==> config.mk <==
export PLATFORM = sky130hd
export DESIGN_NAME = gakf_control
export DESIGN_NICKNAME = d
export VERILOG_FILES = /design/src/gakf_pkg.sv /design/src/gakf_control.sv
export SDC_FILE = /design/constraint.sdc
export NUM_CORES = 1
export LEC_CHECK = 0
export BUFFER_PORTS_ARGS = -buffer_cell sky130_fd_sc_hd__buf_2
export CAP_MARGIN = 10
export CORE_UTILIZATION = 45
export CTS_CLUSTER_SIZE = 28
export DETAILED_ROUTE_END_ITERATION = 6
export HOLD_SLACK_MARGIN = 0.06
export PLACE_DENSITY = 0.63
export SLEW_MARGIN = 20
export SYNTH_ARGS = -nofsm -noshare
export SYNTH_HDL_FRONTEND = slang
export SYNTH_SLANG_ARGS = --single-unit
==> constraint.sdc <==
create_clock -name clk -period 5.7 [get_ports clk]
set_input_delay 0.285 -clock clk [delete_from_list [all_inputs] [get_ports clk]]
set_output_delay 0.285 -clock clk [all_outputs]
set_load 0.01 [all_outputs]
==> src/gakf_pkg.sv <==
package gakf_pkg;

  localparam int FracBitsDefault = 16;
  localparam int DataWidth = 32;
  localparam int NoiseWidth = 31;
  localparam int ElapsedWidth = 16;

  localparam logic [NoiseWidth-1:0] AngleNoiseReset   = 31'd66;
  localparam logic [NoiseWidth-1:0] BiasNoiseReset    = 31'd197;
  localparam logic [NoiseWidth-1:0] MeasureNoiseReset = 31'd19661;

  localparam logic [1:0] RegAngleNoise   = 2'd0;
  localparam logic [1:0] RegBiasNoise    = 2'd1;
  localparam logic [1:0] RegMeasureNoise = 2'd2;

  // Datapath micro-operations issued by the controller.
  typedef enum logic [4:0] {
    OP_NONE,
    OP_LOAD,
    OP_RB,
    OP_ANG,
    OP_T,
    OP_SUMC,
    OP_EC,
    OP_P00A,
    OP_ET,
    OP_P00B,
    OP_PRED,
    OP_S,
    OP_DIVSTART,
    OP_K0,
    OP_K1,
    OP_M0,
    OP_M1,
    OP_M2,
    OP_M3,
    OP_M4,
    OP_M5,
    OP_COMMIT
  } op_t;

  typedef struct packed {
    op_t        op;
    logic       div_sel;
  } dp_cmd_t;

  typedef struct packed {
    logic div_done;
    logic s_zero;
  } dp_sts_t;

  function automatic logic signed [31:0] clamp64(input logic signed [63:0] v);
    logic signed [31:0] r;
    if (v > 64'sd2147483647) r = 32'sh7fffffff;
    else if (v < -64'sd2147483648) r = 32'sh80000000;
    else r = v[31:0];
    return r;
  endfunction

  function automatic logic signed [31:0] sadd(input logic signed [31:0] a,
                                              input logic signed [31:0] b);
    logic signed [63:0] s;
    s = 64'(a) + 64'(b);
    return clamp64(s);
  endfunction

  function automatic logic signed [31:0] ssub(input logic signed [31:0] a,
                                              input logic signed [31:0] b);
    logic signed [63:0] s;
    s = 64'(a) - 64'(b);
    return clamp64(s);
  endfunction

endpackage

==> src/gakf_control.sv <==
// Sequencer: walks the predict and update steps, waits on the divider.
module gakf_control import gakf_pkg::*; (
  input  logic    clk,
  input  logic    rst,
  input  logic    in_valid,
  output logic    in_stall,
  output logic    out_valid,
  input  logic    out_stall,
  output logic    fault,
  output dp_cmd_t cmd,
  input  dp_sts_t sts
);

  typedef enum logic [5:0] {
    ST_IDLE  = 6'b000001,
    ST_PRED  = 6'b000010,
    ST_CHECK = 6'b000100,
    ST_DIV   = 6'b001000,
    ST_UPD   = 6'b010000,
    ST_DONE  = 6'b100000
  } state_t;

  state_t state, state_next;
  op_t    step, step_next;
  logic   div_sel, div_sel_next;
  logic   accept;

  assign in_stall = rst || (state != ST_IDLE) || (out_valid && out_stall);
  assign accept   = in_valid && !in_stall;

  always_comb begin
    state_next   = state;
    step_next    = step;
    div_sel_next = div_sel;
    cmd.op       = OP_NONE;
    cmd.div_sel  = div_sel;
    case (state)
      ST_IDLE: begin
        if (accept) begin
          cmd.op = OP_LOAD;
          state_next = ST_PRED;
          step_next = OP_RB;
          div_sel_next = 1'b0;
        end
      end
      ST_PRED: begin
        cmd.op = step;
        if (step == OP_S) begin
          state_next = ST_CHECK;
        end else begin
          step_next = op_t'(step + 1'b1);
        end
      end
      ST_CHECK: begin
        if (sts.s_zero) begin
          state_next = ST_DONE;
        end else begin
          cmd.op = OP_DIVSTART;
          div_sel_next = 1'b0;
          state_next = ST_DIV;
        end
      end
      ST_DIV: begin
        if (sts.div_done) begin
          cmd.op = div_sel ? OP_K1 : OP_K0;
          if (!div_sel) begin
            state_next = ST_CHECK;
            div_sel_next = 1'b1;
          end else begin
            state_next = ST_UPD;
            step_next = OP_M0;
          end
        end
      end
      ST_UPD: begin
        cmd.op = step;
        if (step == OP_COMMIT) begin
          state_next = ST_DONE;
        end else begin
          step_next = op_t'(step + 1'b1);
        end
      end
      ST_DONE: state_next = ST_IDLE;
      default: state_next = ST_IDLE;
    endcase
    // Second divide reuses the check state to start with the other numerator.
    if (state == ST_CHECK && div_sel && !sts.s_zero) begin
      cmd.div_sel = 1'b1;
      div_sel_next = 1'b1;
    end
  end

  always_ff @(posedge clk) begin
    if (rst) begin
      state <= ST_IDLE;
      step <= OP_NONE;
      div_sel <= 1'b0;
      out_valid <= 1'b0;
      fault <= 1'b0;
    end else begin
      state <= state_next;
      step <= step_next;
      div_sel <= div_sel_next;
      if (state == ST_DONE) begin
        out_valid <= 1'b1;
        fault <= sts.s_zero;
      end else if (out_valid && !out_stall) begin
        out_valid <= 1'b0;
      end
    end
  end

  // A result is presented only when the sequence has finished.
  assert property (@(posedge clk) disable iff (rst)
    $rose(out_valid) |-> $past(state) == ST_DONE)
    else $error("result raised outside done state");
  assert property (@(posedge clk) disable iff (rst)
    accept |-> state == ST_IDLE)
    else $error("sample taken while busy");
  assert property (@(posedge clk) disable iff (rst)
    sts.div_done |-> state == ST_DIV)
    else $error("divider finished while not awaited");

endmodule

; ---- Word level (Yosys, flattened, before mapping)
; Cells that the tools add are included.
[totals]
out_inout_bits = 9
regBits = 14
word_cells = 68
[classes]
n_reduce_logical = 17
n_eq_ne = 19
addsub = 1
muxes = 26
[op_table]
columns = operator, n
row1 = one-hot mux 5 bit (4 select lines), 2
row2 = 2-to-1 mux 5 bit, 6
row3 = 2-to-1 mux 6 bit, 5
row4 = one-hot mux 6 bit (5 select lines), 1
row5 = != test 2 bit (second input constant), 7
row6 = 2-to-1 mux 1 bit, 8
row7 = 2-to-1 mux 4 bit, 2
row8 = AND reduction 4 bit, 2
row9 = nonzero test 4 bit, 2
row10 = equality test 6 x 1 -> 1 bit (second input constant), 1
row11 = equality test 6 x 2 -> 1 bit (second input constant), 1
row12 = equality test 6 x 3 -> 1 bit (second input constant), 1
row13 = equality test 6 x 4 -> 1 bit (second input constant), 1
row14 = equality test 6 x 5 -> 1 bit (second input constant), 1
row15 = equality test 6 bit (second input constant), 1
row16 = != test 3 bit (second input constant), 2
row17 = != test 6 x 1 -> 1 bit (second input constant), 1
row18 = AND reduction 6 bit, 1
row19 = adder 5 x 1 -> 5 bit (second input constant), 1
row20 = equality test 5 x 4 -> 1 bit (second input constant), 1
row21 = equality test 5 bit (second input constant), 1
row22 = logical AND 1 bit, 5
row23 = zero test 1 bit, 3
row24 = != test 3 x 2 -> 1 bit (second input constant), 1
row25 = other kinds (5), 6

; ---- Depth between registers and ports, before layout
[depth]
word_depth = 8
mapped_depth = 8
depth_no_buf = 7

; ---- Worst setup path before layout
; OpenSTA, ideal clock, no wires.
[synth_path]
path_type = register to output
startpoint = register state[4]
endpoint = output port cmd[3] (netlist name)
t_arrival_ns = 1.728
n_path_buf = 0
setup_slack_ns = 3.687
stages_incl_launch_ff = 5
t_required_ns = 5.415
path_cell_list = dfxtp_1 > or4_1 > or3b_2 > o21ai_1 > a21o_1
[synth_rtl]
columns = element, line_no
row1 = from (decl), gakf_control.sv:23  ; state_t state, state_next;
row2 = from (signal assigned), gakf_control.sv:101  ; state <= state_next;
row3 = to (decl), gakf_control.sv:10  ; output dp_cmd_t cmd,

==> impl_results.md <==
- Status: completed
- Clock slew at reported path FFs: 0.08 ns
- CTS sink cnt: 14
- WHS: 0.2579 ns
- Hold depth: 3
- Fin crit share: 0.4428
- HPWL after DPL: 1.652 mm
- HP Class: in2reg
- Post-synthesis average cell area: between 8 and 9 um2
- Clock root buffer: clkbuf_4
- WP buf/inv: 1
- Crit-path max cell delay: 0.62 ns
- Slew HR: 0.4447
- Crit Reg-Reg Endpoint: step[0]
- Port-buffer cells: 14
- Seq cells post-synth: 14
- Fin util: 0.5238
- Vias in the first global route: 767
- Top post-synthesis cells by count: 15 x nor2_1, 14 x dfxtp_1, 7 x a21oi_1, 7 x nand2_1, 7 x nand3_1
- Async set-reset flop share out of synthesis: 0
- First-pass DRT Iterations: 4
- Peak VDD IR: between 0.00015 and 0.0002 V
- Post-synth cell types: 46
- Die width: 47.30 um
- Critical Path RT: 5.41 ns
- Final Setup Violations: 0
- RSZ-0062 raised after global routing: false
- CP max FO: 8
- GP Congestion: 0.8696
- Post-synth top area share: 0.3035
- Tmin final: roughly 2.5 ns
- Startpoint Class: flop
- Area Growth Syn to Fin: 10.16%
- Critical path cell sequence: or4_1 > or3b_2 > o21ai_1 > a21o_1 > buf_2
- Fmax: 0.3962 GHz
- Largest net degree at the start of global routing: 14
- WL final: 2.213 mm
- Critical setup path kind: reg2out
- CP delay by family, top: simple AND/OR/NAND/NOR gates
- CTS buffer count: 3
- First-pass GRT wire length: 3.429 mm
- Syn nets: 121
- Post-route DRC: 0
- Crit end category: primary output
- WHS Endpoint: out_valid
- Row Count: 16
- # fillers: 197
- Pwr dens: 246.2 nW/um2
- Slowest cell on crit path: or4_1
- H-tree depth: 1
- Top cell type by total area after synthesis: dfxtp_1
- Setup Buffers After CTS: 0
- Sequential share of the synthesized area: 0.3035
- Post-route ant nets: 0
- Share of layout cells above drive strength 1: 0.2016
- Clock Latency Late Sink: 0.28 ns
- Yosys warns: 0
- Die footprint: 2237 um2
- Leak pwr: 0.0004204 uW
- Final hold vios: 0
- Count leader, synth: nor2_1
- Start point of the critical path: state[4]
- Slew Viols, Final: 0
- Reg2reg start: step[0]
- Hold wc startpoint: out_stall
- Routed WL per cell: about 15 um
- R2R setup slack: 3.52 ns
- Slew @ Worst Pin: 0.8254 ns
- R2R depth: 6
- Post-CTS sizing: 0
- Drt via density: 5.940
- Initial antenna violation count: 0
- Grt ovf: 0
- Die height: 47.30 um
- Vias: 897
- Cells after synthesis: about 110
- Post-synth EDFFs: 0
- Area contributors post-synth: dfxtp_1 30%, nor2_1 6.1%, a21oi_1 3.8%
- DRT iter0 DRCs: 14
- I/O Pins: 15
- # nets final: between 100 and 150
- Final setup TNS: 0 ns
- CTS tree: yes
- Hold_buf cts: 0
- Max Buffers Root-to-Sink: 2
- Top FF cell, synth: dfxtp_1
- Starting Density: 0.4755
- CP arrival: 2.24 ns
- Final Skew: 0.001703 ns
- Ant diodes: 0
- Core ar.: 1942 um2
- GRT Overall Usage: 0.2182
- Synth Cell Area: slightly above 900 um2
- Max-Cap Viols: 0
[report_power, final]
part | internal, uW | switching (uW) | leakage, uW
clock network | 24.5 | 32.2 | 0.0000138
registers | 104 | 10.5 | 0.000114
logic | 34.3 | 44.8 | 0.000293
total | 163 | 87.5 | 0.000420
[area by class of cell]
class / count / area (um2) / share of cell area
Sequential cell: 14 / 280.3 / 0.2755
Tap cell: 27 / 33.78 / 0.03321
Inverter: 6 / 22.52 / 0.02214
Multi-Input combinational cell: 87 / 588.1 / 0.5781
Timing Repair Buffer: 14 / 70.07 / 0.06888
Clock buffer: 3 / 22.52 / 0.02214
[registers in the layout (all words and copies together), names as in the netlist]
| name | flops |
|---|---|
| out_valid | 1 |
| step | 5 |
| state | 6 |
| div_sel | 1 |
| fault | 1 |
[cell families (layout without fill, tap and decap cells)]
family / after synthesis / count (layout) / share of synthesized area
xor+xnor: 3 / 3 / 0.02846
simple gates: 55 / 55 / 0.3415
buf+inv: 12 / 23 / 0.05962
compound gates: 27 / 27 / 0.2398
fa+ha+maj: 2 / 2 / 0.02710
flops: 14 / 14 / 0.3035
[how the worst max path moves through the flow]
stage                         to  cells after the start
after global placement    cmd[3]                      5
after floorplan           cmd[3]                      4
after CTS                 cmd[4]                      5
after detailed placement  cmd[4]                      5
final                     cmd[4]                      5
after global routing      cmd[1]                      5
[per-stage QoR]
step	cell area, um2	worst slack [ns]	power [uW]	std cells
final	1017	3.176	250.5	151
after global routing	1017	3.030	263.3	151
after CTS	1017	3.178	250.3	151
after detailed placement	994.7	3.502	193.8	148
after global placement	994.7	3.500	192.7	148
after floorplan	923.4	3.687	178.2	113
[metal layers]
layer  vias to the layer above  GRT usage  part of all wire
met5                         -          0                 0
met4                         0    0.06857             0.013
met3                         4    0.02692             0.051
met2                        33     0.3260              0.43
met1                       416     0.3226              0.51
li1                        444          -                 -
[tightest hold or removal path, stage by stage]
cell	delay [ns]
buf_2	0.10
nand2_1	0.05
a21oi_1	0.05
[placed cells by master, fill, tap and decap left out, types with 2 or more instances in the layout]
cell | netlist | layout
nor4b_1 | 2 | 2
inv_1 | 6 | 6
buf_2 | 2 | 14
a31oi_1 | 3 | 3
clkbuf_4 | 0 | 3
ha_1 | 2 | 2
nand3_1 | 7 | 7
or3_1 | 2 | 2
a21oi_1 | 7 | 7
a21o_1 | 2 | 2
o31ai_1 | 2 | 2
nand2_1 | 7 | 7
dfxtp_1 | 14 | 14
nor2_1 | 15 | 15
nor3_1 | 5 | 5
xor2_1 | 3 | 3
nor4_1 | 2 | 2
Power figures use the tool's default switching activity.
